`src/hdl/interval_bit_error_checker_core_defines.svh`:
```
// assertion macros for the interval bit error checker
`ifndef INTERVAL_BIT_ERROR_CHECKER_CORE_DEFINES_SVH
`define INTERVAL_BIT_ERROR_CHECKER_CORE_DEFINES_SVH
`ifndef ASSERT_OFF
`define IBE_ASSERT_IMP(lbl, clk, rstn, ante, cons) \
  lbl: assert property (@(posedge clk) disable iff (!rstn) (ante) |-> (cons)) \
    else $error("assertion failed");
`define IBE_ASSERT_NXT(lbl, clk, rstn, ante, cons) \
  lbl: assert property (@(posedge clk) disable iff (!rstn) (ante) |=> (cons)) \
    else $error("assertion failed");
`else
`define IBE_ASSERT_IMP(lbl, clk, rstn, ante, cons)
`define IBE_ASSERT_NXT(lbl, clk, rstn, ante, cons)
`endif
`endif

```
`src/hdl/ibe_pkg.sv`:
```
`timescale 1ns / 1ps
// ----------------------------------------------------------------------------
// ibe_pkg
// shared types and constants of the interval bit error checker
// ----------------------------------------------------------------------------
package ibe_pkg;
  localparam int INTERVAL_BITS = 2048;
  localparam int PROBE_BITS    = 256;
  localparam int POS_W         = 11;
  localparam int ORD_W         = 17;
  localparam int CAND_W        = 18;
  localparam int CNT_W         = 12;
  localparam int ERR_W         = 9;

  localparam logic [ORD_W-1:0] ORDINAL_MAX = 17'h1FFFF;
  localparam logic [63:0] GOLDEN = 64'h9e3779b97f4a7c15;
  localparam logic [63:0] MIX_C1 = 64'hbf58476d1ce4e5b9;
  localparam logic [63:0] MIX_C2 = 64'h94d049bb133111eb;

  localparam logic [ERR_W-1:0] ERR_INIT   = 9'd257;
  localparam logic [ERR_W-1:0] BEST_LIMIT = 9'd64;
  localparam logic [ERR_W:0]   GAP_MIN    = 10'd32;
  localparam logic [CAND_W-1:0] LOOK_BACK = 18'd16;
  localparam logic [CAND_W-1:0] LOOK_FWD  = 18'd65;

  localparam logic [63:0] SEED_RESET  = 64'd417;
  localparam logic [ORD_W-1:0] ICNT_RESET = 17'd100;

  localparam logic [0:0] CFG_SEED = 1'b0;
  localparam logic [0:0] CFG_ICNT = 1'b1;

  // code bits: [1] erased, [0] one
  typedef struct packed {
    logic [1:0]       code;
    logic [POS_W-1:0] pos;
    logic [ORD_W-1:0] rx;
    logic             last;
  } item_t;
endpackage

```
`src/hdl/ibe_front.sv`:
```
`timescale 1ns / 1ps
// ----------------------------------------------------------------------------
// ibe_front
// accepts soft bits, classifies the sign and tags position and interval
// ----------------------------------------------------------------------------
module ibe_front (
  input  logic                clk,
  input  logic                rst_n,
  input  logic                in_valid,
  output logic                in_ready,
  input  logic signed [15:0]  in_soft_sample,
  input  logic                q_full,
  output logic                q_push,
  output ibe_pkg::item_t      q_item
);
  logic [ibe_pkg::POS_W-1:0] pos_r, pos_nxt;
  logic [ibe_pkg::ORD_W-1:0] rx_r, rx_nxt;
  logic last;

  assign in_ready = !q_full;
  assign q_push   = in_valid && !q_full;
  assign last     = (pos_r == ibe_pkg::POS_W'(ibe_pkg::INTERVAL_BITS - 1));

  always_comb begin
    q_item.code[1] = (in_soft_sample == 16'sd0);
    q_item.code[0] = (in_soft_sample != 16'sd0) && !in_soft_sample[15];
    q_item.pos     = pos_r;
    q_item.rx      = rx_r;
    q_item.last    = last;
    pos_nxt = pos_r;
    rx_nxt  = rx_r;
    if (q_push) begin
      pos_nxt = last ? '0 : pos_r + 1'b1;
      if (last && rx_r != ibe_pkg::ORDINAL_MAX) begin
        rx_nxt = rx_r + 1'b1;
      end
    end
  end

  always_ff @(posedge clk) begin
    if (!rst_n) begin
      pos_r <= '0;
      rx_r  <= '0;
    end else begin
      pos_r <= pos_nxt;
      rx_r  <= rx_nxt;
    end
  end
endmodule

```
`config.mk`:
```
export PLATFORM = sky130hd
export DESIGN_NAME = ibe_front
export DESIGN_NICKNAME = d
export VERILOG_FILES = /design/src/hdl/interval_bit_error_checker_core_defines.svh /design/src/hdl/ibe_pkg.sv /design/src/hdl/ibe_front.sv
export SDC_FILE = /design/constraint.sdc
export NUM_CORES = 1
export LEC_CHECK = 0
export BUFFER_PORTS_ARGS = -buffer_cell sky130_fd_sc_hd__buf_4
export CORE_MARGIN = 2
export CORE_UTILIZATION = 35
export CTS_CLUSTER_SIZE = 24
export DETAILED_ROUTE_END_ITERATION = 7
export GPL_TIMING_DRIVEN = 0
export PLACE_DENSITY = 0.69
export SYNTH_ARGS = -nofsm -noshare
export SYNTH_HDL_FRONTEND = slang
export SYNTH_SLANG_ARGS = --single-unit
```
`constraint.sdc`:
```
create_clock -name clk -period 2.3 [get_ports clk]
set_input_delay 0.575 -clock clk [delete_from_list [all_inputs] [get_ports clk]]
set_output_delay 0.575 -clock clk [all_outputs]
set_load 0.005 [all_outputs]
```
* Word level (Yosys, flattened, before mapping)
Cells that the tools add are included.
W data, S select, Z words.
** Word-level totals
- Output and inout bits :: 33
- Register bits after elaboration :: 28
** Operators by class
- Reduce and logical (&&, ||, !) cells :: 8
- Add/subtract/negate cells :: 2
- Muxes and demuxes :: 1
- Eq/ne operators :: 2
** Operator list (number)
- $add A17 B1 Y17 const B :: 1
- $ne A17 B17 Y1 const B :: 1
- $logic_not A16 Y1 :: 1
- $reduce_bool A16 Y1 :: 1
- $add A11 B1 Y11 const B :: 1
- $eq A11 B11 Y1 const B :: 1
- $mux W11 :: 1
- $logic_and A1 B1 Y1 :: 3
- $logic_not A1 Y1 :: 2
- $reduce_and A2 Y1 :: 1

* Longest topological paths before layout
Gate-level depths: netlist (run 1).
- Depth after elaboration :: 3
- Depth in mapped cells :: 8
- Depth with buffers taken out :: 8

* Worst setup path before layout (run 1)
Ideal clock, no wire load.
- Path type :: reg2reg
- Start point :: reg rx_r[5] in the netlist's numbering
- End point :: reg rx_r[15] in the netlist's numbering
- Cell stages (with the launch flop) :: 9
- Library setup time :: 0.071 ns
- Arrival time :: 2.190 ns
- Clock period less this slack :: 2.261 ns
- Buffers on the path :: 0
- Path slack :: 0.039 ns
- Path through :: dfxtp_1 > and4_1 > nand4_1 > nor3_1 > ha_1 > nor3b_1 > nand4_1 > or4_1 > a21oi_1
** On the way
- Word-level cells in the longest chain between the ends :: 3
- Elaborated cells between the ends (all ways) :: 4
- Classes of those cells :: add/sub (1); eq/ne (1); reduce/logical (2)
** Ends and longest elaborated chain
- from (decl) :: RTL line ibe_front.sv:17 : logic [ibe_pkg::ORD_W-1:0] rx_r, rx_nxt;
- from (signal assigned) :: RTL line ibe_front.sv:46 : rx_r <= rx_nxt;
- parallel branches: the longest is 3 deep, another holds $add A17 B1 Y17
Several ways; the timed one is not identified.
A chain may end at the register's enable or synchronous reset.

* Final worst setup path (run 1)
- Start point :: reg pos_r[0] in the netlist's numbering
- End point :: out q_item[0] in the netlist's numbering
** On the way
- Word-level cells in the longest chain between the ends :: 1
** Ends and longest elaborated chain
- from (decl) :: RTL line ibe_front.sv:16 : logic [ibe_pkg::POS_W-1:0] pos_r, pos_nxt;
- from (signal assigned) :: RTL line ibe_front.sv:45 : pos_r <= pos_nxt;
- $eq A11 B11 Y1 :: RTL line ibe_front.sv:22 : assign last = (pos_r == ibe_pkg::POS_W'(ibe_pkg::INTERVAL_BITS - 1));
- to (decl) :: RTL line ibe_front.sv:14 : output ibe_pkg::item_t q_item
No other way between the ends.

==> metrics.md, run 1 <==
| Metric | Value |
|---|---|
| Run status | `finished clean` |
| Hold WS | `0.491 ns` |
| # placed instances | `274` |
| Fmax | `between 400 and 500 MHz` |
| Num Clock Sinks | `28` |
| Post-synthesis average cell area | `8.26 sq um` |
| Initial antenna violation count | `0` |
| Pleak | `between 0.7 and 0.8 nW` |
| Clock latency on the worst-skew pair | `~0.28 ns` |
| H-tree Lvls | `1` |
| Total gr overflow | `0` |
| Clock Pin Slew Worst Setup and Hold Paths | `approximately 0.10 ns` |
| Multi-input logic area | `~850 sq um` |
| Post-synthesis cell type count | `29` |
| Drt initial violations | `between 70 and 80` |
| Ys Warns | `0` |
| Cts-stage hold buffer count | `0` |
| FILL cells | `401` |
| Gate Count Post-Synth | `between 150 and 200` |
| Final Instance Count excl. Fillers | `about 290` |
| Core footprint | `3940 sq um` |
| Final setup fails | `0` |
| Max Cap Violations | `0` |
| Placed Area | `between 1500 and 2000 sq um` |
| Sum Neg Setup Slack | `0 ns` |
| CTS tree | `built` |
| Final period utilization | `97.5%` |
| Maximum VDD drop | `298 uV` |
| Pre-CTS WS | `-0.382 ns` |
| Port buffer count | `52` |
| GPL Wtd Cong | `0.776` |
| Detailed placement HPWL | `2.75 mm` |
| Share of the synthesized area in the top cell type | `39.5%` |
| Total track usage | `18.2%` |
| Starting density of the core | `36.0%` |
| Commonest cells after routing, fill and taps aside | `buf_4, a21oi_1, nand2_1, dfxtp_2` |
| Yosys top cell by area | `dfxtp_1` |
| Syn nets | `195` |
| Layout cell share with drive strength beyond 1 | `41.8%` |
| Via density | `5.37` |
| Largest cells by area after synthesis | `dfxtp_1, a21oi_1, or4_1, o31ai_1, nor4_1` |
| Root buffer cell | `clkbuf_8` |
| Vias | `1553` |
| Layout area overhead | `47.2%` |
| # rows | `23` |
| Kind of end point of the critical path | `output port` |
| First-pass GRT wire length | `6.33 mm` |
| Minimum clock period | `between 2 and 2.5 ns` |
| Most common cell after layout, fill and taps aside | `buf_4` |
| Chip height | `between 60 and 70 um` |
| Post-Syn Area | `1420 sq um` |
| Post-route ant nets | `0` |
| Critical path arrival | `1.67 ns` |
| Power Dens Cells | `413 nW/um^2` |
| Final worst slack | `about 0.06 ns` |
| Largest net degree at the start of global routing | `16` |
| Ant. Diodes | `0` |
| NumNets Final | `between 200 and 300` |
| Crit-path max FO | `5` |
| Final instance area | `2090 sq um` |
| Worst endpoint required time | `1.73 ns` |
| Drc violations | `0` |
| Yosys reg bits | `28` |
| Vias in the first global route | `1363` |
| Primary FF master, synth | `dfxtp_1` |
| EDFF count, synth | `0` |
| # IOs | `53` |
| HP Class | `register to register` |
| FF-to-FF setup slack | `0.07 ns` |
| CTS Buf Count | `3` |
| Wirelength, routed | `3.95 mm` |
| DRT Pass-1 Iters | `4` |
| CP Launch Type | `register` |
| Final Slew Violations | `0` |
| Wire per inst | `between 10 and 15 um` |
| Slew @ Worst Pin | `0.618 ns` |
| Sequential area share after synthesis | `39.5%` |
| FF/Latch Area | `~590 sq um` |
| Max_slew headroom | `58.4%` |
| RSZ-0062 raised after global routing | `true` |
| Fin util | `53.0%` |
| Clock skew | `around 0.0065 ns` |
| Die area | `roughly 4600 sq um` |
| Setup Crit Path Kind | `register to output port` |
| Final hold violations | `0` |
| Post-synth ARST share | `0%` |
| Chip Width | `67.7 um` |
| Max Buffers Root-to-Sink | `2` |
| Total chip power | `roughly 0.86 mW` |
==> power breakdown <==
| part | internal (mW) | switching [mW] | total [mW] |
|---|---|---|---|
| combinational | 0.0367 | 0.0294 | 0.0660 |
| clock | 0.154 | 0.159 | 0.313 |
| sequential | 0.483 | 0.00185 | 0.485 |
==> Yosys cell counts, drive strengths merged, types with 4 or more instances <==
| master | count |
|---|---|
| dfxtp | 28 |
| or4 | 11 |
| or3 | 7 |
| o21ai | 7 |
| nand3 | 11 |
| clkbuf | 6 |
| nor4 | 10 |
| nand2 | 16 |
| inv | 7 |
| xnor2 | 5 |
| nand4 | 5 |
| a21oi | 17 |
| nand2b | 4 |
| o31ai | 9 |
| nor2 | 9 |
==> final timing paths <==
kind,startpoint,end,depth (start not counted)
worst max-delay path,pos_r[0]$_SDFFE_PN0P_,q_item[0],6
worst min-delay path,rx_r[8]$_SDFFE_PN0P_,rx_r[8]$_SDFFE_PN0P_,2
worst max register to register,rx_r[4]$_SDFFE_PN0P_,rx_r[9]$_SDFFE_PN0P_,10
worst min register to register,rx_r[8]$_SDFFE_PN0P_,rx_r[8]$_SDFFE_PN0P_,2
==> timing repair <==
action                     4_1_cts  5_1_grt
buffers inserted                 7        5
resized for setup               14       21
gates cloned                     1        0
pin swaps                        4        9
setup endpoints to repair       13       11
==> routing by layer <==
metal / global-route usage, % / part of all wire (%) / vias up
met3: 4.67 / 4.9 / 5
met5: 0 / 0 / -
met4: 4.59 / 1.1 / 0
li1: - / - / 774
met1: 23.8 / 45 / 740
met2: 29.9 / 49 / 34
==> worst max-delay path, stage by stage (launching register included) <==
cell and delay (ns):
dfxtp_2 0.36, ha_4 0.15, nand2_2 0.07, or4_4 0.52, inv_4 0.09, buf_4 0.10
buf_4 0.09
==> cell type report <==
cell class | instances | area share, %
Multi-Input combinational cell | 130 | 40.5
Inverter | 7 | 1.38
Sequential cell | 28 | 28.2
Timing Repair Buffer | 64 | 23.0
Clock buffer | 4 | 2.63
Buffer | 6 | 1.26
Tap cell | 50 | 2.99
==> flip-flops by register name, summed over array words and instances (netlist names) <==
register	flops
rx_r	17
pos_r	11
==> cells by family after synthesis <==
group | Yosys count | synth area share, %
muxes | 2 | 1.41
adders and majority gates | 3 | 2.64
DFF | 28 | 39.5
xor gates and xnor gates | 8 | 4.93
buffers and inverters | 15 | 4.76
AOI/OAI and AO/OA | 35 | 14.4
and+or+nand+nor | 81 | 32.4
Note: power is estimated with default switching activity, not from simulation.
==> inputs of run 2 (changes only) <==
Settings changed: CTS_BUF_LIST from default to sky130_fd_sc_hd__clkbuf_4.
==> run 2 against run 1 <==
- register-to-register slack better by 0.02 ns
- critical path depth is 1 higher
- sequential share of layout area decreased by 0.16 points
- non-clock buffer count up 4
- sequential power about the same
- first-iteration DRC count decreased by 8.5%
- final area fell by 0.48%
- final cell count is 1.0% higher
- power is 11% lower
- via count hardly changed
- global-route usage down 1.0 points
- clock power fell by 32%
- highest routed layer unchanged
==> metrics.md, run 2 (same netlist as run 1, synthesis figures left out) <==
| Metric | Value |
|---|---|
| Total chip power | `0.765 mW` |
| Minimum clock period | `2.21 ns` |
| Max Cap Violations | `0` |
| Commonest cells after routing, fill and taps aside | `buf_4, a21oi_1, nand2_1` |
| Critical path arrival | `2.49 ns` |
| Die area | `4580 sq um` |
| Pleak | `0.820 nW` |
| Clock Pin Slew Worst Setup and Hold Paths | `0.15 ns` |
| Port buffer count | `52` |
| Core footprint | `3940 sq um` |
| Multi-input logic area | `838 sq um` |
| Vias | `1554` |
| Internal | `between 0.5 and 0.6 mW` |
| CTS Buf Count | `3` |
| CTS tree | `built` |
| Sw Pwr | `~0.18 mW` |
| Maximum VDD drop | `291 uV` |
| FF/Latch Area | `584 sq um` |
| Layout area overhead | `46.5%` |
| Max_slew headroom | `58.3%` |
| Chip Width | `67.7 um` |
| NumNets Final | `266` |
| # rows | `23` |
| Setup Crit Path Kind | `register to register` |
| Drt initial violations | `65` |
| Final instance area | `2080 sq um` |
| Cell-by-cell trace of the critical path | `and4_4 > nand4_1 > nor3_1 > ha_2 > or4_4 > or4_1 > a21oi_1` |
| Hold WS | `between 0.4 and 0.5 ns` |
| Total gr overflow | `0` |
| Crit-path max FO | `9` |
| Regs by FF count | `rx_r: 17 flops, pos_r: 11 flops` |
| Vias in the first global route | `1365` |
| Root buffer cell | `clkbuf_4` |
| # IOs | `53` |
| CP Launch Type | `register` |
| Reg power frac | `a little under two thirds` |
| HP Class | `input pin to register` |
| Slowest-stage cell, CP | `or4_4` |
| Worst Path Buf+Inv | `0` |
| Clk pwr share | `27.8%` |
| Clock skew | `0.0106 ns` |
| Wirelength, routed | `3.86 mm` |
| Largest register FFs | `17` |
| Total track usage | `between 15 and 20%` |
| CP delay by family, top | `simple AND/OR/NAND/NOR gates` |
| Layout cell share with drive strength beyond 1 | `40.5%` |
| Most common cell after layout, fill and taps aside | `buf_4` |
| Detailed placement HPWL | `2.75 mm` |
| Largest register by flop count | `rx_r` |
| Slew @ Worst Pin | `between 0.6 and 0.7 ns` |
| Num Clock Sinks | `28` |
| Largest net degree at the start of global routing | `16` |
| First-pass GRT wire length | `6.07 mm` |
| FILL cells | `387` |
| Final hold violations | `0` |
| Kind of end point of the critical path | `register` |
| Initial antenna violation count | `0` |
| Ant. Diodes | `0` |
| Post-route ant nets | `0` |
| R2r worst-path depth | `7` |
| Combinational share of power | `8.7%` |
| Final setup fails | `0` |
| # placed instances | `~270` |
| GPL Wtd Cong | `0.776` |
| Drc violations | `0` |
| CP max stage delay | `0.54 ns` |
| Run status | `finished clean` |
| Wire per inst | `roughly 13 um` |
| Final Instance Count excl. Fillers | `292` |
| DRT Pass-1 Iters | `4` |
| Final period utilization | `between 90% and 100%` |
| Placed Area | `around 1900 sq um` |
| Fmax | `453 MHz` |
| Max Buffers Root-to-Sink | `2` |
| Power Dens Cells | `368 nW/um^2` |
| Worst endpoint required time | `2.58 ns` |
| Chip height | `between 60 and 70 um` |
| Hold depth | `2` |
| H-tree Lvls | `1` |
| Starting density of the core | `between 30% and 40%` |
| Sw frac | `23.5%` |
| Final Slew Violations | `0` |
| Worst path depth | `7` |
| Clock latency on the worst-skew pair | `0.34 ns` |
| Via density | `5.32` |
| Cts-stage hold buffer count | `0` |
-- run 2: cell count changes in the layout (fill, tap and decap cells not counted), moves of 2 or more --
cell      delta
dfxtp_1      +3
clkbuf_8     -4
dfxtp_2      -2
buf_4        +3
clkbuf_4     +3
-- run 2: power groups by stage --
stage | clock, mW | sequential (mW) | combinational (mW)
final | 0.212 | 0.486 | 0.0664
after global placement | 0 | 0.499 | 0.0573
after global routing | 0.243 | 0.487 | 0.0721
after floorplan | 0 | 0.499 | 0.0184
after detailed placement | 0 | 0.499 | 0.0579
after CTS | 0.217 | 0.489 | 0.0652
-- run 2: area by class of cell --
cell class | instances | share of cell area (%)
Clock buffer | 3 | 1.08
Timing Repair Buffer | 69 | 25.1
Sequential cell | 28 | 28.1
Tap cell | 50 | 3.01
Inverter | 7 | 1.38
Clock inverter | 1 | 0.180
Buffer | 5 | 0.902
Multi-Input combinational cell | 129 | 40.3
-- run 2: stage by stage --
step                setup slack [ns]  utilization (%)   TNS, ns
floorplan                     0.0392                -         0
global placement              -0.370             47.5     -2.08
detailed placement            -0.382             47.5     -2.26
CTS                         0.000804             51.2         0
global route                -0.00557             52.8  -0.00798
finish                        0.0931             52.8         0
-- run 2: worst paths after layout --
kind / from / to / slack (ns)
worst max-delay path: rx_r[4]$_SDFFE_PN0P_ / rx_r[12]$_SDFFE_PN0P_ / 0.09
worst min-delay path: rst_n / rx_r[10]$_SDFFE_PN0P_ / 0.48
worst max register to register: rx_r[4]$_SDFFE_PN0P_ / rx_r[12]$_SDFFE_PN0P_ / 0.09
worst min register to register: rx_r[8]$_SDFFE_PN0P_ / rx_r[8]$_SDFFE_PN0P_ / 0.50
-- run 2: layer usage --
metal	up-vias	GRT usage, %	share of wire, %
met3	9	5.33	5.3
li1	780	-	-
met4	0	2.55	1.7
met1	729	22.4	45
met5	-	0	0
met2	36	28.6	48
-- run 2: worst register-to-register path: cells and delay by family (launching register included) --
family | cells | cell delay, ns
flops | 1 | 0.39
compound gates | 1 | 0.15
simple gates | 5 | 1.39
fa+ha+maj | 1 | 0.21
-- run 2: repair_timing --
item,CTS,global route
setup buffers,10,7
setup endpoints to repair,13,8
pin swaps,5,10
gates resized for setup,20,13
