[src/hdl/interval_bit_error_checker_core_defines.svh]
// assertion macros for the interval bit error checker
`ifndef INTERVAL_BIT_ERROR_CHECKER_CORE_DEFINES_SVH
`define INTERVAL_BIT_ERROR_CHECKER_CORE_DEFINES_SVH
`ifndef ASSERT_OFF
`define IBE_ASSERT_IMP(lbl, clk, rstn, ante, cons) \
  lbl: assert property (@(posedge clk) disable iff (!rstn) (ante) |-> (cons)) \
    else $error("assertion failed");
`define IBE_ASSERT_NXT(lbl, clk, rstn, ante, cons) \
  lbl: assert property (@(posedge clk) disable iff (!rstn) (ante) |=> (cons)) \
    else $error("assertion failed");
`else
`define IBE_ASSERT_IMP(lbl, clk, rstn, ante, cons)
`define IBE_ASSERT_NXT(lbl, clk, rstn, ante, cons)
`endif
`endif

[src/hdl/ibe_pkg.sv]
`timescale 1ns / 1ps
// ----------------------------------------------------------------------------
// ibe_pkg
// shared types and constants of the interval bit error checker
// ----------------------------------------------------------------------------
package ibe_pkg;
  localparam int INTERVAL_BITS = 2048;
  localparam int PROBE_BITS    = 256;
  localparam int POS_W         = 11;
  localparam int ORD_W         = 17;
  localparam int CAND_W        = 18;
  localparam int CNT_W         = 12;
  localparam int ERR_W         = 9;

  localparam logic [ORD_W-1:0] ORDINAL_MAX = 17'h1FFFF;
  localparam logic [63:0] GOLDEN = 64'h9e3779b97f4a7c15;
  localparam logic [63:0] MIX_C1 = 64'hbf58476d1ce4e5b9;
  localparam logic [63:0] MIX_C2 = 64'h94d049bb133111eb;

  localparam logic [ERR_W-1:0] ERR_INIT   = 9'd257;
  localparam logic [ERR_W-1:0] BEST_LIMIT = 9'd64;
  localparam logic [ERR_W:0]   GAP_MIN    = 10'd32;
  localparam logic [CAND_W-1:0] LOOK_BACK = 18'd16;
  localparam logic [CAND_W-1:0] LOOK_FWD  = 18'd65;

  localparam logic [63:0] SEED_RESET  = 64'd417;
  localparam logic [ORD_W-1:0] ICNT_RESET = 17'd100;

  localparam logic [0:0] CFG_SEED = 1'b0;
  localparam logic [0:0] CFG_ICNT = 1'b1;

  // code bits: [1] erased, [0] one
  typedef struct packed {
    logic [1:0]       code;
    logic [POS_W-1:0] pos;
    logic [ORD_W-1:0] rx;
    logic             last;
  } item_t;
endpackage

[src/hdl/ibe_queue.sv]
`timescale 1ns / 1ps
// ----------------------------------------------------------------------------
// ibe_queue
// two-entry queue between front and back
// ----------------------------------------------------------------------------
module ibe_queue (
  input  logic           clk,
  input  logic           rst_n,
  input  logic           push,
  input  ibe_pkg::item_t push_item,
  output logic           full,
  input  logic           pop,
  output logic           q_valid,
  output ibe_pkg::item_t q_item
);
  ibe_pkg::item_t ent_r [2];
  logic [1:0] cnt_r, cnt_nxt;
  logic       rd_r, rd_nxt;
  logic       wr_r, wr_nxt;
  logic       do_pop;

  assign full    = (cnt_r == 2'd2);
  assign q_valid = (cnt_r != 2'd0);
  assign q_item  = ent_r[rd_r];
  assign do_pop  = pop && q_valid;

  always_comb begin
    cnt_nxt = cnt_r;
    rd_nxt  = rd_r;
    wr_nxt  = wr_r;
    if (push) begin
      wr_nxt = ~wr_r;
    end
    if (do_pop) begin
      rd_nxt = ~rd_r;
    end
    if (push && !do_pop) begin
      cnt_nxt = cnt_r + 2'd1;
    end else if (!push && do_pop) begin
      cnt_nxt = cnt_r - 2'd1;
    end
  end

  always_ff @(posedge clk) begin
    if (push) begin
      ent_r[wr_r] <= push_item;
    end
  end

  always_ff @(posedge clk) begin
    if (!rst_n) begin
      cnt_r <= '0;
      rd_r  <= 1'b0;
      wr_r  <= 1'b0;
    end else begin
      cnt_r <= cnt_nxt;
      rd_r  <= rd_nxt;
      wr_r  <= wr_nxt;
    end
  end
endmodule

[config.mk]
export PLATFORM = sky130hd
export DESIGN_NAME = ibe_queue
export DESIGN_NICKNAME = d
export VERILOG_FILES = /design/src/hdl/interval_bit_error_checker_core_defines.svh /design/src/hdl/ibe_pkg.sv /design/src/hdl/ibe_queue.sv
export SDC_FILE = /design/constraint.sdc
export NUM_CORES = 1
export LEC_CHECK = 0
export BUFFER_PORTS_ARGS = -buffer_cell sky130_fd_sc_hd__buf_2
export CAP_MARGIN = 5
export CORE_MARGIN = 8
export CORE_UTILIZATION = 55
export CTS_CLUSTER_DIAMETER = 120
export DETAILED_ROUTE_END_ITERATION = 10
export PLACE_DENSITY = 0.79
export SYNTH_ARGS = -nofsm -noshare
export SYNTH_HDL_FRONTEND = slang
export SYNTH_SLANG_ARGS = --single-unit
[constraint.sdc]
create_clock -name clk -period 3.6 [get_ports clk]
set_input_delay 0.18 -clock clk [delete_from_list [all_inputs] [get_ports clk]]
set_output_delay 0.18 -clock clk [all_outputs]
set_load 0.1 [all_outputs]
; ---- Yosys cells after proc, flatten, opt, wreduce, memory -nomap -nowiden
; Memory sizes are Yosys's and may differ from the RTL's. A register that Yosys moved wholly into a read port is not among the register bits.
; Index checks and enable logic that the tools add are counted.
; W data, S select, Z words.
[op_classes]
add_sub_neg = 2
multipliers = 0
div = 0
magnitude_cmp = 0
eq_ne = 1
shifts = 0
n_mux = 6
n_bitwise = 2
reduce_logical = 7
[ops]
columns = operator, count
row1 = $mux W1, 4
row2 = $mux W2, 2
row3 = $reduce_bool A2 Y1, 2
row4 = $logic_and A1 B1 Y1, 3
row5 = $add A2 B1 Y2 const B, 1
row6 = $eq A2 B2 Y1 const B, 1
row7 = $logic_not A1 Y1, 2
row8 = $not A1 Y1, 2
row9 = $sub A2 B1 Y2 const B, 1
[word_totals]
regBits = 4
latchBits = 0
ramBits = 62
rom_bits = 0
inputBits = 35
wordCells = 22
memories = 1
[memory_table]
columns = memory, words, word_bits, rd, rd_ports_with_merged_regs, write_ports, line
row1 = ent_r, 2, 31, 1, 1, 1, ibe_queue.sv:16  ; ibe_pkg::item_t ent_r [2];

; ---- Depth between registers and ports, before layout
; Gate-level depths: netlist of the first run.
[logic_depth]
depth_word = 5
ltp_mapped = 5

; ---- Worst setup path before layout of the first run
; Ideal clock, no wire load.
[synth_timing]
kind = register to register
startpoint = reg wr_r
endpoint = mem ent_r[0][0] in the netlist's numbering (enable)
setup_time_ns = 0.424
arrival_time_ns = 1.733
path_slack_ns = 1.443
stages_incl_launch_ff = 2
period_less_slack_ns = 2.157
path_cell_list = dfxtp_1 nor2b_1
[synth_lines]
columns = element, line
row1 = "start, declared", ibe_queue.sv:19  ; logic wr_r, wr_nxt;
row2 = "start signal, assigned", ibe_queue.sv:58  ; wr_r <= wr_nxt;
row3 = "end, declared", ibe_queue.sv:16
; Straight into the memory's write port.

==> flow_summary_export.csv, run 1 <==
group,metric,value,unit
clock_network,clk_path_buf_depth,2,
placement,hpwlAfterDp,3.220,mm
final_layout,multi_input_area,476.7,µm²
worst_setup_path,worstPathArrival,1.86,ns
job,drv_cap,0,
worst_setup_path,crit_fanout,26,
clock_network,clock_sink_count,67,
synthesis,synth_cell_types,15,
global_route,antenna_found_initial,0,
pwr,seq_power_share,0.347,
pwr,cell_internal_pwr,0.001469,W
synthesis,synth-compound-area-share,0.01023,
sta,finClkSkew,0.01110,ns
final_layout,area_delta_synth_final,25.01,%
min_path,hp-class,"primary input to register",
final_layout,final_net_count,233,
synthesis,synth_top_family_by_area,"multiplexers",
clock_network,cts_setup_buffers,0,
final_layout,num_antenna_cells,0,
placement,numPortBuffers,67,
sta,clock.fmax,0.4897,GHz
routing,drt_pre_antenna_iters,4,
floorplanning,rows,24,
pwr,p_clk_frac,0.215,
pwr,peakVddDrop,0.0008727,V
routing,totalWireLength,4.904,mm
synthesis,syn_avg_cell_area,20.73,µm²
sta,relSlewSlack,0.3832,
synthesis,muxShareOfSynthArea,0.1427,
global_route,grt_pass1_wl,7.072,mm
sta,tightest_slew,0.9232,ns
worst_setup_path,startpoint_type,"register",
floorplanning,die_area,0.006838,mm²
routing,ant_nets,0,
synthesis,synth_edf_count,62,
sta,fin_crit_sh,0.5673,
pwr,p_leak,1.168,nW
pwr,p_per_area,893.9,mW/mm²
sta,setup_viol,0,
placement,placedCellCount,236,
final_layout,fill_cells,290,
final_layout,regArea,0.001962,mm²
worst_setup_path,crit_type,"register to primary output",
synthesis,ys_seq_area_frac,0.8020,
synthesis,synthAdderAreaFrac,0.005115,
placement,gp_congestion,0.6866,
sta,rsz0062_at_grt,"no",
routing,via_per_inst,5.177,
worst_setup_path,required,3.42,ns
worst_setup_path,end_kind,"primary output",
floorplanning,initial_core_util,0.5657,
clock_network,clk_latency,0.34,ns
synthesis,synth_cells,118,
final_layout,fin_cells,254,
global_route,grt_max_degree,33,
sta,setup_tns,0,ns
pwr,pwr-share-comb,0.438,
synthesis,async_reset_ff_frac,0,
synthesis,yosys.area_share.xor_xnor,0.01074,
synthesis,synth-simple-area-share,0.02302,
pwr,power.switching,0.001265,W
floorplanning,pin_count,68,
synthesis,synth_top_area_cell,"edfxtp_1",
clock_network,cts_max_level,3,
floorplanning,die_h,82.69,µm
clock_network,numCtsBuffers,9,
clock_network,clkTransAtPathRegs,0.08,ns
status,run_status,"finished, final reports clean",
synthesis,ys_top_cells_by_count,"edfxtp_1, mux2_2, dfxtp_1",
routing,dr_total_vias,1315,
synthesis,synth_top_area_share,0.7611,
routing,first_iter_violations,155,
floorplanning,core_area,0.004324,mm²
floorplanning,die_w,82.69,µm
synthesis,synth_nets,154,
global_route,grt_pass1_vias,1481,
global_route,grt_use_total,0.1498,
clock_network,cts_root_buf,"clkbuf_8",
sta,timing_hold_violations_final,0,
synthesis,synth_ff_type,"edfxtp_1",
synthesis,ys_warn_count,0,
routing,wl_per_cell,19.31,µm
synthesis,netlist_area,0.002446,mm²
final_layout,drive_gt1_frac,0.5743,
synthesis,synth-seq-cells,67,
sta,fin_crit,2.042,ns
synthesis,synth.area.top_cells,"edfxtp_1, mux2_2, dfxtp_1",
pwr,switching_share,0.4627,
clock_network,cts_tree,"done",
sta,report.final.slew_viol_count,0,
synthesis,synth_most_common_cell,"edfxtp_1",
routing,drc,0,
global_route,overflow,0,
[layout by cell type (no fill, tap or decap), types with 2 or more instances in the layout]
cell type / netlist / routed
buf_2: 3 / 67
edfxtp_1: 62 / 62
mux2_2: 31 / 31
clkbuf_8: 0 / 9
dfxtp_1: 5 / 5
and2_1: 4 / 4
clkinv_2: 0 / 3
xnor2_1: 2 / 2
nor2b_1: 3 / 2
dlygate4sd3_1: 0 / 2
buf_4: 0 / 2
[flip-flops by register name, indices dropped and copies added, names as in the netlist, named ones only]
signal and cells:
cnt_r 2, ent_r 62, rd_r 1, wr_r 1
[metrics by stage]
step / total power, W / hold slack, ns / util / area, µm² / setup slack [ns]
finish: 0.002734 / 0.02968 / 0.7072 / 3058 / 1.558
global route: 0.002821 / 0.0008339 / 0.7072 / 3058 / 1.436
CTS: 0.002754 / 0.008837 / 0.7025 / 3038 / 1.532
detailed placement: 0.002165 / 0.3735 / 0.6600 / 2854 / 1.905
global placement: 0.002150 / 0.3691 / 0.6600 / 2854 / 1.936
floorplan: 0.002005 / 0.2789 / - / 2446 / 1.443
[cell families after synthesis]
kind of cell,count (synthesis)
muxes,31
buffers and inverters,3
DFF,67
and+or+nand+nor,9
xor gates and xnor gates,3
adders and majority gates,1
AOI/OAI and AO/OA,4
[final cells by class]
type,count,area share
clock buffers,10,0.04173
flip-flops and latches,67,0.6416
well taps,52,0.02128
repair buffers,71,0.1211
clock inverters,6,0.01841
multi-input cells,48,0.1559
[routing by layer]
| metal | global-route usage | vias up | share of wire |
|---|---|---|---|
| met3 | 0.07035 | 5 | 0.069 |
| met1 | 0.1530 | 650 | 0.37 |
| met5 | 0 | - | 0 |
| met2 | 0.2510 | 45 | 0.54 |
| li1 | - | 615 | - |
| met4 | 0.07759 | 0 | 0.012 |
[power by group through the flow]
stage                     Clock, W  Combinational (W)  Sequential, W
after floorplan                  0            0.00105       0.000951
after global placement           0            0.00119       0.000958
after detailed placement         0            0.00120       0.000965
after CTS                 0.000599            0.00121       0.000948
after global routing      0.000631            0.00124       0.000955
final                     0.000588            0.00120       0.000948
[critical path, cell delays in order (launching register included)]
cell and delay (ns):
dfxtp_1 0.45, buf_4 0.37, mux2_2 0.39, buf_2 0.30
[final timing paths]
check / depth (start not counted) / slack, ns / end / from
worst max-delay path: 3 / 1.56 / q_item[18] / register
worst min-delay path: 1 / 0.03 / ent_r[0][13] / push_item[13]
worst max register to register: 4 / 2.13 / cnt_r[1] / cnt_r[0]
worst min register to register: 2 / 0.53 / cnt_r[1] / cnt_r[1]
[timing repair]
action / CTS / global route
endpoints found under the setup margin: 0 / 0
hold endpoints to repair: 0 / 4
resized for setup: 0 / 0
hold buffers: 0 / 2
(Power assumes the default switching activity.)
==> run 2: changes to the inputs <==
--- a/config.mk
+++ b/config.mk
@@ -8,10 +8,10 @@
 export BUFFER_PORTS_ARGS = -buffer_cell sky130_fd_sc_hd__buf_2
 export CAP_MARGIN = 5
 export CORE_MARGIN = 8
-export CORE_UTILIZATION = 55
+export CORE_UTILIZATION = 51
 export CTS_CLUSTER_DIAMETER = 120
 export DETAILED_ROUTE_END_ITERATION = 10
-export PLACE_DENSITY = 0.79
+export PLACE_DENSITY = 0.74
 export SYNTH_ARGS = -nofsm -noshare
 export SYNTH_HDL_FRONTEND = slang
 export SYNTH_SLANG_ARGS = --single-unit
==> constraint.sdc (replaced) <==
create_clock -name clk -period 1.9 [get_ports clk]
set_input_delay 0.095 -clock clk [delete_from_list [all_inputs] [get_ports clk]]
set_output_delay 0.095 -clock clk [all_outputs]
set_load 0.1 [all_outputs]
==> flow_summary_export.csv, run 2 (synthesis results as in run 1) <==
group,metric,value,unit
final_layout,regMostFlops,"ent_r",
sta,clock.fmax,0.6296,GHz
floorplanning,rows,25,
worst_setup_path,end_kind,"primary output",
final_layout,num_antenna_cells,0,
pwr,p_per_area,1512,mW/mm²
clock_network,cts_max_level,3,
pwr,p_leak,1.463,nW
global_route,grt_max_degree,22,
sta,tightest_slew,0.4893,ns
floorplanning,pin_count,68,
placement,hpwlAfterDp,3.574,mm
routing,ant_nets,0,
global_route,grt_use_total,0.1557,
clock_network,clk_latency,0.33,ns
clock_network,cts_tree,"done",
sta,fin_crit,1.588,ns
worst_setup_path,worstPathArrival,1.49,ns
final_layout,final_net_count,265,
worst_setup_path,startpoint_type,"register",
sta,setup_ws,0.3118,ns
job,drv_cap,0,
clock_network,clock_sink_count,67,
final_layout,regArea,0.001962,mm²
clock_network,clkTransAtPathRegs,0.06,ns
sta,timing_hold_violations_final,0,
routing,via_per_inst,4.972,
pwr,peakVddDrop,0.001270,V
routing,dr_total_vias,1432,
sta,report.final.slew_viol_count,0,
status,run_status,"finished, final reports clean",
sta,setup_tns,0,ns
clock_network,numCtsBuffers,9,
placement,dp_slack,0.3500,ns
final_layout,largest_reg_flops,62,
placement,numPortBuffers,67,
clock_network,cts_resized,0,
sta,rsz0062_at_grt,"no",
sta,setup_viol,0,
global_route,antenna_found_initial,0,
clock_network,cts_root_buf,"clkbuf_8",
floorplanning,die_area,0.007268,mm²
clock_network,clk_path_buf_depth,2,
routing,first_iter_violations,94,
routing,drt_pre_antenna_iters,4,
global_route,grt_pass1_vias,1653,
floorplanning,core_area,0.004661,mm²
routing,totalWireLength,5.300,mm
final_layout,drive_gt1_frac,0.5128,
final_layout,fill_cells,229,
worst_setup_path,crit_type,"register to primary output",
routing,drc,0,
floorplanning,initial_core_util,0.5248,
final_layout,multi_input_area,476.7,µm²
placement,gp_congestion,0.6859,
floorplanning,die_h,85.26,µm
sta,fin_crit_sh,0.8359,
floorplanning,die_w,85.26,µm
pwr,total_power,0.005801,W
sta,holdWs,0.04801,ns
min_path,hp-class,"primary input to register",
final_layout,reg_top3,"ent_r (62), cnt_r (2)",
sta,finClkSkew,0.01168,ns
sta,relSlewSlack,0.6761,
final_layout,area_delta_synth_final,56.83,%
worst_setup_path,crit_fanout,17,
routing,wl_per_cell,18.40,µm
global_route,grt_pass1_wl,8.411,mm
final_layout,final_common_cell,"edfxtp_1",
global_route,overflow,0,
final_layout,most-common-layout-cells,"edfxtp_1, buf_2, buf_12",
worst_setup_path,required,1.80,ns
-- run 2: worst paths after layout --
check	start	to	slack, ns	depth (start not counted)
worst max-delay path	register	q_item[28]	0.31	3
worst min-delay path	rst_n	wr_r	0.05	2
worst max register to register	cnt_r[0]	cnt_r[1]	0.36	4
worst min register to register	cnt_r[1]	cnt_r[1]	0.55	2
-- run 2: repair_timing --
item / 4_1_cts / 5_1_grt
endpoints found under the setup margin: 0 / 0
hold buffers: 31 / 0
setup buffers: 0 / 0
hold endpoints to repair: 62 / 0
-- run 2: layer usage --
metal  vias up  GRT usage  share of wire
li1        682          -              -
met1       701     0.1574           0.37
met2        42     0.2827           0.56
met3         7    0.05888          0.049
met4         0    0.05892          0.014
met5         -          0              0
-- run 2: final cells by class --
class / instances / share of cell area
clock inverters: 7 / 0.01174
flip-flops and latches: 67 / 0.5114
repair buffers: 103 / 0.3027
multi-input cells: 48 / 0.1243
clock buffers: 9 / 0.03229
well taps: 54 / 0.01761
-- run 2: critical path: stages, from the launching register on --
cell	delay [ns]
dfxtp_1	0.33
buf_4	0.25
mux2_2	0.41
buf_12	0.18
-- run 2: metrics by stage --
stage            util  std cells  area [µm²]
2_1_floorplan       -        118        2449
3_3_place_gp   0.7203        241        3357
3_5_place_dp   0.7203        241        3357
4_1_cts        0.8231        288        3836
5_1_grt        0.8231        288        3836
6_report       0.8231        288        3836
-- run 2: where the power goes --
group	switching (W)	internal [W]
Combinational	0.00196	0.00107
Clock	0.000524	0.000465
Sequential	0.0000551	0.00173
Total	0.00254	0.00326
==> run 3: changes to the inputs <==
==> constraint.sdc (replaced) <==
create_clock -name clk -period 1.55 [get_ports clk]
set_input_delay 0.0775 -clock clk [delete_from_list [all_inputs] [get_ports clk]]
set_output_delay 0.0775 -clock clk [all_outputs]
set_load 0.1 [all_outputs]
==> flow_summary_export.csv, run 3 (synthesis results as in run 1) <==
group,metric,value,unit
sta,timing_hold_violations_final,0,
final_layout,reg_top3,"ent_r (62), cnt_r (2)",
worst_setup_path,startpoint_type,"register",
sta,rsz0062_at_grt,"no",
pwr,p_leak,1.472,nW
job,drv_cap,0,
clock_network,clkTransAtPathRegs,0.07,ns
final_layout,area_delta_synth_final,57.80,%
floorplanning,rows,25,
routing,drc,0,
final_layout,final_common_cell,"edfxtp_1",
placement,numPortBuffers,67,
clock_network,numCtsBuffers,9,
final_layout,num_antenna_cells,0,
sta,setup_viol,0,
routing,totalWireLength,5.281,mm
clock_network,clock_sink_count,67,
routing,first_iter_violations,103,
clock_network,cts_max_level,3,
sta,relSlewSlack,0.6773,
placement,hpwlAfterDp,3.476,mm
worst_setup_path,reg2reg_from,"cnt_r[0]",
global_route,antenna_found_initial,0,
floorplanning,die_w,85.26,µm
routing,drt_pre_antenna_iters,4,
final_layout,largest_reg_flops,62,
pwr,peakVddDrop,0.001919,V
clock_network,cts_setup_buffers,0,
final_layout,fin_cells,290,
worst_setup_path,r2r-end,"cnt_r[1]",
global_route,grt_pass1_wl,8.404,mm
final_layout,regMostFlops,"ent_r",
floorplanning,pin_count,68,
global_route,grt_max_degree,22,
sta,setup_tns,0,ns
routing,dr_total_vias,1471,
sta,tightest_slew,0.4874,ns
floorplanning,die_area,0.007268,mm²
status,run_status,"finished, final reports clean",
final_layout,most-common-layout-cells,"edfxtp_1, buf_2, buf_12",
worst_setup_path,end_kind,"primary output",
placement,placedCellCount,242,
sta,report.final.slew_viol_count,0,
floorplanning,core_area,0.004661,mm²
worst_setup_path,required,1.47,ns
clock_network,clk_path_buf_depth,2,
final_layout,final_area,0.003860,mm²
placement,dpl-instance-area,0.003354,mm²
routing,wl_per_cell,18.21,µm
pwr,total_power,0.007137,W
worst_setup_path,crit_path_end,"q_item[22]",
routing,ant_nets,0,
routing,via_per_inst,5.072,
floorplanning,initial_core_util,0.5248,
sta,fin_crit,1.511,ns
global_route,overflow,0,
placement,gp_congestion,0.6713,
final_layout,final_net_count,267,
worst_setup_path,worstPathArrival,1.43,ns
sta,finClkSkew,0.007371,ns
clock_network,clk_latency,0.33,ns
clock_network,cts_root_buf,"clkbuf_8",
min_path,hp-class,"primary input to register",
final_layout,drive_gt1_frac,0.5085,
worst_setup_path,rr_worst_depth,4,
worst_setup_path,crit_type,"register to primary output",
pwr,p_per_area,1849,mW/mm²
worst_setup_path,regToRegSetupSlack,0.06,ns
sta,clock.fmax,0.6618,GHz
floorplanning,die_h,85.26,µm
global_route,grt_use_total,0.1563,
clock_network,cts_tree,"done",
sta,fin_crit_sh,0.9748,
global_route,grt_pass1_vias,1634,
worst_setup_path,crit_fanout,15,
-- run 3: final cells by class --
type	count	area (µm²)
multi-input cells	48	479.2
clock inverters	7	35.03
flip-flops and latches	67	1963
fillers	206	800.8
well taps	54	67.56
repair buffers	105	1191
clock buffers	9	123.9
-- run 3: repair_timing --
action,4_1_cts,5_1_grt
hold buffers,32,0
endpoints found under the hold margin,65,0
gates resized for setup,0,7
endpoints found under the setup margin,31,31
-- run 3: worst max-delay path, stage by stage (launching register included) --
cell,delay (ns)
dfxtp_2,0.38
buf_12,0.16
mux2_2,0.38
buf_12,0.17
-- run 3: worst min-delay path by stage --
stage | slack [ns] | cells past startpoint | endpoint | from
floorplan | 0.18 | 0 | ent_r[0][0] | push_item[0]
global placement | 0.26 | 1 | ent_r[0][16] | push_item[16]
detailed placement | 0.27 | 1 | ent_r[0][8] | push_item[8]
CTS | 0.11 | 3 | wr_r | push
global route | 0.12 | 3 | wr_r | push
finish | 0.13 | 3 | wr_r | push
-- run 3: metrics by stage --
stage | setup slack [ns] | hold slack (ns) | utilization
floorplan | -0.0009998 | 0.1764 | -
global placement | 0.1918 | 0.2641 | 0.7197
detailed placement | 0.1021 | 0.2704 | 0.7197
CTS | -0.03956 | 0.1077 | 0.8226
global route | 0.004034 | 0.1218 | 0.8282
finish | 0.03901 | 0.1302 | 0.8282
-- run 3: report_power, final --
part	switching [W]	total [W]	internal, W
clock	0.000611	0.00116	0.000554
sequential	0.0000793	0.00220	0.00212
combinational	0.00240	0.00377	0.00137
total	0.00309	0.00714	0.00405
-- run 3: metal layers --
metal  GRT usage  up-vias  wire [µm]
met4     0.08599        0        114
met1      0.1525      726       1942
met5           0        -          0
li1            -      686          -
met2      0.2820       48       2935
met3     0.05405       11        287
